===== config.mk =====
export PLATFORM = sky130hd
export DESIGN_NAME = can_bus_off_recovery_manager_core
export DESIGN_NICKNAME = d
export VERILOG_FILES = /design/src/rtl/crm_pkg.sv /design/src/rtl/crm_cfg.sv /design/src/rtl/crm_step.sv /design/src/rtl/can_bus_off_recovery_manager_core.sv
export SDC_FILE = /design/constraint.sdc
export NUM_CORES = 1
export LEC_CHECK = 0
export ABC_AREA = 1
export BUFFER_PORTS_ARGS = -buffer_cell sky130_fd_sc_hd__clkbuf_2
export CAP_MARGIN = 20
export CORE_MARGIN = 5
export CORE_UTILIZATION = 45
export CTS_CLUSTER_SIZE = 12
export DETAILED_ROUTE_END_ITERATION = 10
export GPL_ROUTABILITY_DRIVEN = 1
export SYNTH_ARGS = -nofsm -noshare
export SYNTH_HDL_FRONTEND = slang
export SYNTH_HIERARCHICAL = 1
export SYNTH_SLANG_ARGS = --single-unit

===== constraint.sdc =====
create_clock -name clk_i -period 7 [get_ports clk_i]
set_clock_uncertainty 0.15 [all_clocks]
set_input_delay 1.4 -clock clk_i [delete_from_list [all_inputs] [get_ports clk_i]]
set_output_delay 1.4 -clock clk_i [all_outputs]
set_load 0.05 [all_outputs]

===== src/rtl/crm_pkg.sv =====
`timescale 1ns / 1ps

package crm_pkg;

  localparam int unsigned TimerW = 16;
  localparam int unsigned CountW = 8;
  localparam int unsigned CfgIdxW = 3;
  localparam int unsigned CfgDataW = 16;

  // Configuration register indexes.
  localparam logic [CfgIdxW-1:0] RegFastWait = 3'd0;
  localparam logic [CfgIdxW-1:0] RegSlowWait = 3'd1;
  localparam logic [CfgIdxW-1:0] RegFastLimit = 3'd2;
  localparam logic [CfgIdxW-1:0] RegSlowLimit = 3'd3;
  localparam logic [CfgIdxW-1:0] RegNotifyEn = 3'd4;

  // Reset values of the configuration registers.
  localparam logic [TimerW-1:0] FastWaitRst = 16'd100;
  localparam logic [TimerW-1:0] SlowWaitRst = 16'd1000;
  localparam logic [CountW-1:0] FastLimitRst = 8'd5;
  localparam logic [CountW-1:0] SlowLimitRst = 8'd255;
  localparam logic NotifyEnRst = 1'b1;

  typedef struct packed {
    logic [TimerW-1:0] fast_wait_ticks;
    logic [TimerW-1:0] slow_wait_ticks;
    logic [CountW-1:0] fast_try_limit;
    logic [CountW-1:0] slow_try_limit;
    logic extended_notify_enable;
  } cfg_t;

  typedef struct packed {
    logic [TimerW-1:0] wait_timer;
    logic [CountW-1:0] attempt_count;
    logic slow_phase;
    logic error_pending;
    logic restoring;
  } state_t;

  // Packed so that the last field sits in the lowest bit.
  typedef struct packed {
    logic nm_initialized;
    logic tx_confirmed;
    logic bus_off_seen;
  } tick_t;

  typedef struct packed {
    logic [CountW-1:0] try_count;
    logic in_slow_phase;
    logic send_nm_frame;
    logic restart_com;
    logic go_online;
    logic recovery_succeeded;
    logic recovery_failed;
    logic bus_off_notice;
    logic go_offline;
  } result_t;

endpackage


===== src/rtl/crm_cfg.sv =====
`timescale 1ns / 1ps

module crm_cfg (
  input  logic                          clk_i,
  input  logic                          rst_ni,
  input  logic                          cfg_we_i,
  input  logic [crm_pkg::CfgIdxW-1:0]   cfg_index_i,
  input  logic [crm_pkg::CfgDataW-1:0]  cfg_wdata_i,
  output crm_pkg::cfg_t                 cfg_o
);

  crm_pkg::cfg_t cfg_q, cfg_d;

  always_comb begin
    cfg_d = cfg_q;
    if (cfg_we_i) begin
      case (cfg_index_i)
        crm_pkg::RegFastWait:  cfg_d.fast_wait_ticks = cfg_wdata_i;
        crm_pkg::RegSlowWait:  cfg_d.slow_wait_ticks = cfg_wdata_i;
        crm_pkg::RegFastLimit: cfg_d.fast_try_limit = cfg_wdata_i[crm_pkg::CountW-1:0];
        crm_pkg::RegSlowLimit: cfg_d.slow_try_limit = cfg_wdata_i[crm_pkg::CountW-1:0];
        crm_pkg::RegNotifyEn:  cfg_d.extended_notify_enable = cfg_wdata_i[0];
        default: ;
      endcase
    end
  end

  always_ff @(posedge clk_i or negedge rst_ni) begin
    if (!rst_ni) begin
      cfg_q.fast_wait_ticks <= crm_pkg::FastWaitRst;
      cfg_q.slow_wait_ticks <= crm_pkg::SlowWaitRst;
      cfg_q.fast_try_limit <= crm_pkg::FastLimitRst;
      cfg_q.slow_try_limit <= crm_pkg::SlowLimitRst;
      cfg_q.extended_notify_enable <= crm_pkg::NotifyEnRst;
    end else begin
      cfg_q <= cfg_d;
    end
  end

  assign cfg_o = cfg_q;

endmodule


===== src/rtl/crm_step.sv =====
`timescale 1ns / 1ps

module crm_step (
  input  crm_pkg::cfg_t    cfg_i,
  input  crm_pkg::state_t  state_i,
  input  crm_pkg::tick_t   tick_i,
  output crm_pkg::state_t  state_o,
  output crm_pkg::result_t result_o
);

  logic [crm_pkg::CountW-1:0] next_count;

  always_comb begin
    state_o = state_i;
    result_o = '0;
    next_count = '0;

    // A confirm while restoring ends recovery.
    if (tick_i.tx_confirmed && state_i.restoring) begin
      state_o.attempt_count = '0;
      state_o.slow_phase = 1'b0;
      state_o.restoring = 1'b0;
      result_o.recovery_succeeded = cfg_i.extended_notify_enable;
    end

    // The timer expires on the tick that takes it from one to zero.
    if (state_i.wait_timer != '0) begin
      state_o.wait_timer = state_i.wait_timer - 1'b1;
      if (state_i.wait_timer == crm_pkg::TimerW'(1) && tick_i.nm_initialized) begin
        if (state_i.error_pending) begin
          state_o.error_pending = 1'b0;
          result_o.go_online = 1'b1;
          result_o.restart_com = cfg_i.extended_notify_enable;
        end
        result_o.send_nm_frame = 1'b1;
      end
    end

    if (tick_i.bus_off_seen) begin
      result_o.go_offline = 1'b1;
      state_o.error_pending = 1'b1;
      state_o.restoring = 1'b1;
      next_count = state_o.attempt_count + 1'b1;
      state_o.attempt_count = next_count;
      if (next_count <= cfg_i.fast_try_limit && !state_o.slow_phase) begin
        if (next_count == cfg_i.fast_try_limit) begin
          state_o.slow_phase = 1'b1;
          state_o.attempt_count = '0;
        end
        state_o.wait_timer = cfg_i.fast_wait_ticks;
        result_o.bus_off_notice = 1'b1;
      end else if (next_count <= cfg_i.slow_try_limit) begin
        state_o.wait_timer = cfg_i.slow_wait_ticks;
        result_o.bus_off_notice = 1'b1;
      end else begin
        state_o.attempt_count = '0;
        state_o.slow_phase = 1'b0;
        result_o.recovery_failed = 1'b1;
      end
    end

    result_o.in_slow_phase = state_o.slow_phase;
    result_o.try_count = state_o.attempt_count;
  end

endmodule


===== src/rtl/can_bus_off_recovery_manager_core.sv =====
`timescale 1ns / 1ps
// Channel    | Direction | Transaction
// s_axis     | in        | one main-function tick: bus-off, confirm and NM flags
// m_axis     | out       | one result per tick: action flags, phase and try count
// cfg        | in        | register write, taken whenever cfg_we_i is high
//
// Each tick is registered, evaluated against the recovery state combinationally
// and lands in the result register: one tick per cycle while m_axis is not stalled.
// The state advances when a tick moves from the input to the result register.
// rst_ni clears the recovery state and loads the register defaults.
// A stalled m_axis holds the result; the input register still takes one tick.

module can_bus_off_recovery_manager_core (
  input  logic                          clk_i,
  input  logic                          rst_ni,
  input  logic                          s_axis_tvalid,
  output logic                          s_axis_tready,
  // bit 0 bus_off_seen, bit 1 tx_confirmed, bit 2 nm_initialized, bits 7:3 zero
  input  logic [7:0]                    s_axis_tdata,
  output logic                          m_axis_tvalid,
  input  logic                          m_axis_tready,
  // bit 0 go_offline, 1 bus_off_notice, 2 recovery_failed, 3 recovery_succeeded,
  // 4 go_online, 5 restart_com, 6 send_nm_frame, 7 in_slow_phase, 15:8 try_count
  output logic [15:0]                   m_axis_tdata,
  input  logic                          cfg_we_i,
  input  logic [crm_pkg::CfgIdxW-1:0]   cfg_index_i,
  input  logic [crm_pkg::CfgDataW-1:0]  cfg_wdata_i
);

  crm_pkg::cfg_t    cfg;
  crm_pkg::state_t  state_q, state_d;
  crm_pkg::tick_t   tick_q;
  crm_pkg::result_t res_q, res_d;
  logic             in_valid_q;
  logic             out_valid_q;
  logic             advance;

  crm_cfg u_cfg (
    .clk_i       (clk_i),
    .rst_ni      (rst_ni),
    .cfg_we_i    (cfg_we_i),
    .cfg_index_i (cfg_index_i),
    .cfg_wdata_i (cfg_wdata_i),
    .cfg_o       (cfg)
  );

  crm_step u_step (
    .cfg_i    (cfg),
    .state_i  (state_q),
    .tick_i   (tick_q),
    .state_o  (state_d),
    .result_o (res_d)
  );

  assign advance = in_valid_q && (!out_valid_q || m_axis_tready);
  assign s_axis_tready = !in_valid_q || advance;

  always_ff @(posedge clk_i or negedge rst_ni) begin
    if (!rst_ni) begin
      in_valid_q <= 1'b0;
      out_valid_q <= 1'b0;
      state_q <= '0;
    end else begin
      if (s_axis_tready) begin
        in_valid_q <= s_axis_tvalid;
      end
      if (advance) begin
        out_valid_q <= 1'b1;
        state_q <= state_d;
      end else if (m_axis_tready) begin
        out_valid_q <= 1'b0;
      end
    end
  end

  always_ff @(posedge clk_i) begin
    if (s_axis_tready && s_axis_tvalid) begin
      tick_q <= s_axis_tdata[2:0];
    end
    if (advance) begin
      res_q <= res_d;
    end
  end

  assign m_axis_tvalid = out_valid_q;
  assign m_axis_tdata = res_q;

`ifndef SYNTHESIS
  // Online is only ever announced together with the NM frame.
  assert property (@(posedge clk_i) disable iff (!rst_ni)
    out_valid_q && res_q.go_online |-> res_q.send_nm_frame)
    else $error("go_online without send_nm_frame");

  // Failure resets the counters to the start of the fast phase.
  assert property (@(posedge clk_i) disable iff (!rst_ni)
    out_valid_q && res_q.recovery_failed |->
      res_q.try_count == '0 && !res_q.in_slow_phase && !res_q.bus_off_notice)
    else $error("recovery_failed with counters not cleared");

  // The state register follows the result that was just produced.
  assert property (@(posedge clk_i) disable iff (!rst_ni)
    advance |=> state_q.attempt_count == res_q.try_count &&
      state_q.slow_phase == res_q.in_slow_phase)
    else $error("result does not match recovery state");

  // A result held under back-pressure does not change.
  assert property (@(posedge clk_i) disable iff (!rst_ni)
    out_valid_q && !m_axis_tready |=> $stable(res_q))
    else $error("stalled result changed");
`endif

endmodule

-- Word level (Yosys, flattened, before mapping)
Cells that the tools add are included.
- register bits after elaboration: 97
- input port bits: 32
- output and inout bits: 18
- word-level logic and storage cells: 79
- add/sub/neg operators: 2
- magnitude comparators: 2
- equal/unequal tests: 6
- muxes and demuxes: 18
- bitwise logic cells: 1
- reduce and logical (&&, ||, !) cells: 26
- operator list (kind ; count):
    2-to-1 mux 16 bit ; 2
    2-to-1 mux 27 bit ; 1
    2-to-1 mux 9 bit ; 3
    2-to-1 mux 25 bit ; 1
    equality test 16 x 1 -> 1 bit (second input constant) ; 1
    less-or-equal comparator 8 bit ; 2
    nonzero test 16 bit ; 1
    subtractor 16 x 1 -> 16 bit (second input constant) ; 1
    AND reduction 2 bit ; 7
    2-to-1 mux 1 bit ; 9
    adder 8 x 1 -> 8 bit (second input constant) ; 1
    equality test 8 bit ; 1
    nonzero test 2 bit ; 4
    equality test 3 x 2 -> 1 bit (second input constant) ; 2
    AND reduction 3 bit ; 2
    logical AND 1 bit ; 5
    equality test 3 x 1 -> 1 bit (second input constant) ; 1
    equality test 3 bit (second input constant) ; 1
    logical NOT 1 bit ; 3
    logical NOT 3 bit ; 1
    2-to-1 mux 3 bit ; 1
    logical OR 1 bit ; 2
    2-to-1 mux 2 bit ; 1
    OR reduction 2 bit ; 1
    NOT 1 bit ; 1

-- Depth between registers and ports, before layout
- depth after elaboration: 7
- depth in mapped cells: 22
- depth with buffers taken out: 21

-- Cells and area by module
The synthesis kept the hierarchy.
- modules (own cells, without submodules) (module ; instances ; cells each ; area each (um^2) ; seq. area each (um^2)):
    crm_cfg ; 1 ; 223 ; 2011.9 ; 1251.2
    crm_step ; 1 ; 391 ; 1958.1 ; 0.0
    can_bus_off_recovery_manager_core ; 1 ; 147 ; 1757.9 ; 1296.2

-- Worst setup path before layout
No wires, ideal clock.
- path type: input to output
- start point: input port m_axis_tready
- end point: output port s_axis_tready
- data arrival time: 1.851 ns
- required time: 5.450 ns
- path slack: 3.599 ns
- cell stages on the path: 2
- buffers on the path: 0
- cell sequence: inv_2 -> nand3_1
- cells in the longest elaborated chain, start to end: 3
- ends and longest elaborated chain (item ; line ; text):
    start: declaration ; can_bus_off_recovery_manager_core.sv:21 ; input logic m_axis_tready,
    logical OR 1 bit ; can_bus_off_recovery_manager_core.sv:55 ; assign advance = in_valid_q && (!out_valid_q || m_axis_tready);
    logical AND 1 bit ; can_bus_off_recovery_manager_core.sv:55 ;
    logical OR 1 bit ; can_bus_off_recovery_manager_core.sv:56 ; assign s_axis_tready = !in_valid_q || advance;
    end: declaration ; can_bus_off_recovery_manager_core.sv:17 ; output logic s_axis_tready,
No other way between the ends.

==> flow_summary.json <==
{
  "dieHeight_um": 123,
  "drc": 0,
  "ios": 50,
  "critPathCaptureType": "register",
  "cts_hold_buf": 0,
  "crit_path_start_kind": "register",
  "fin_setup_tns_ns": 0,
  "setup.worst_path.start": "tick_q[1]",
  "grt_max_degree": 79,
  "swShare": 0.406,
  "p_switching_mw": 0.883,
  "synth_fp_nets": 812,
  "io_buffers": 44,
  "drt_pre_antenna_iters": 5,
  "die_area_um2": 15100,
  "gp_congestion": 0.836,
  "ff2ff_setup_slack_ns": 3.20,
  "hold_class": "register to register",
  "num_vias": 4597,
  "die_x_um": 123,
  "mostFrequentLayoutCells": "nand2_1, inv_1, nand3_1, dfrtp_1, clkbuf_2",
  "synth_top_area_share": 0.253,
  "insertion_delay_ns": 0.36,
  "synth_cells": 761,
  "hold_ws_ns": 0.315,
  "final_layout_size_suffix_gt1_frac": 0.141,
  "r2r-end": "state_q[7]",
  "period_needed_ns": 3.80,
  "yosysTopAreaCell": "dfrtp_1",
  "min_period_over_period": 0.542,
  "syn_area_um2": 5730,
  "h-tree-depth": 3,
  "worstMarginPinSlew_ns": 0.976,
  "final_common_cell": "nand2_1",
  "setup_viol_count_final": 0,
  "p_clk_frac": 0.238,
  "p_int_mw": 1.29,
  "wl_per_cell_um": 13.4,
  "dp_hpwl_mm": 8.79,
  "wl_mm": 12.9,
  "cts_num_sinks": 97,
  "cts_buffers": 9,
  "syn_to_final_growth_pct": 9.15,
  "start_util": 0.456,
  "relSlewSlack": 0.348,
  "power_density_nw_per_um2": 348,
  "grt_use_total": 0.187,
  "antenna_found_initial": 0,
  "yosysUniqueCellTypes": 36,
  "final_util": 0.497,
  "hold_viol_final": 0,
  "cts_setup_buffers": 0,
  "holdPathEnd": "u_cfg/cfg_o[20]",
  "synthTopCellsByArea": "dfrtp_1, nand2_1, edfxtp_1, dfstp_2, nand3_1",
  "run_status": "completed",
  "hold_start": "u_cfg/cfg_o[20]",
  "total_leakage_power_nw": 3.48,
  "grt_pass1_wl_mm": 22.1,
  "vias_per_cell": 4.79,
  "cap_violations": 0,
  "n_antenna_cell": 0,
  "cts_tree": "yes",
  "nets": 834,
  "comb_power_share": 0.382,
  "critPathArrivalTime_ns": 3.93,
  "yosysWarnings": 6,
  "clk_pin_slew_ns": 0.07,
  "critPathKind": "register to register",
  "drt_iter0_drc": 320,
  "seqPwrFrac": 0.381,
  "cts_buffer_depth": 2,
  "fmax_mhz": 263,
  "r2r_start": "tick_q[1]",
  "post_cts_resized": 0,
  "ys_seq_elements": 97,
  "slew_viol_final": 0,
  "required_ns": 7.14,
  "ys_seq_area_frac": 0.445,
  "crit_path_max_fanout": 19,
  "worstHoldPathCells": 2,
  "ant_nets": 0,
  "gr-total-overflow": 0,
  "num_rows": 41,
  "rsz0062_at_grt": "false",
  "syn_area_per_cell_um2": 7.53,
  "grt_pass1_vias": 4520,
  "core-area_um2": 12600,
  "vdd_drop_max_mv": 0.180,
  "clockRootBuffer": "clkbuf_16",
  "reg2reg_depth": 19
}
## power by group through the flow
stage | sequential (mW) | combinational [mW] | clock [mW]
after floorplan | 0.867 | 0.632 | 0
after CTS | 0.828 | 0.831 | 0.533
after global placement | 0.832 | 0.810 | 0
final | 0.828 | 0.831 | 0.517
after global routing | 0.847 | 0.960 | 0.551
after detailed placement | 0.838 | 0.827 | 0
## stage by stage
stage	cells	power, mW	worst slack [ns]	instance area, µm²
final	960	2.18	3.20	6250
after global routing	960	2.36	2.86	6250
after CTS	959	2.19	3.23	6220
after detailed placement	943	1.66	3.24	5910
after global placement	943	1.64	3.28	5910
after floorplan	761	1.50	3.60	5730
## cells in the mapped netlist (all sizes together)
cell type,number
dfrtp,58
edfxtp,19
inv,101
a21oi,8
o22ai,1
dfstp,20
clkbuf,1
nor2,40
o21ai,5
a21boi,1
o21a,1
or2,1
xnor2,3
nand2,325
ha,19
nor3,6
nand3,96
nand3b,1
buf,34
nand4,6
xor2,13
a21o,1
nor4,1
## critical path, cell delays in order (launching register included)
cell	delay, ns
edfxtp_1	0.43
nand2_2	0.22
inv_1	0.11
nor2_1	0.29
ha_1	0.28
nand4_1	0.13
xor2_1	0.20
ha_1	0.29
nand2_1	0.07
nor2_2	0.15
nand3_1	0.19
nand2_4	0.26
inv_6	0.13
nand2_4	0.10
nand2_4	0.14
nor2_4	0.24
nand2_1	0.09
nand2_1	0.11
nand3_1	0.08
nand2_1	0.10
## state kept, by name, summed over array words and instances (netlist names)
name           cells
state_q           27
m_axis_tdata      16
in_valid_q         1
tick_q             3
m_axis_tvalid      1
u_cfg/cfg_o       49
## logic make-up after synthesis
| family | synth area share |
|---|---|
| flip-flops | 0.445 |
| buffers and inverters | 0.114 |
| AND/OR/NAND/NOR | 0.359 |
| XOR/XNOR | 0.0245 |
| adder cells (fa/ha/maj) | 0.0415 |
| AO/OA/AOI/OAI | 0.0164 |
## layer usage
metal  global-route usage  share of wire
met5                    0              0
met4               0.0532          0.014
met3               0.0406          0.057
met2                0.294           0.44
met1                0.262           0.48
## layout make-up
cell class | count | area, µm²
well taps | 172 | 215
clock inverters | 4 | 28.8
inverters | 101 | 384
clock buffers | 12 | 289
flip-flops and latches | 97 | 2550
multi-input cells | 528 | 2530
fillers | 1274 | 6320
repair buffers | 46 | 258
## how the worst max path moves through the flow
| stage | end | slack [ns] | cells past startpoint |
|---|---|---|---|
| 6_report | state_q[7] | 3.20 | 19 |
| 5_1_grt | state_q[26] | 2.86 | 19 |
| 4_1_cts | state_q[7] | 3.23 | 19 |
| 3_5_place_dp | state_q[7] | 3.24 | 20 |
| 3_3_place_gp | state_q[9] | 3.28 | 19 |
| 2_1_floorplan | s_axis_tready | 3.60 | 2 |
Power figures use the tool's default switching activity.
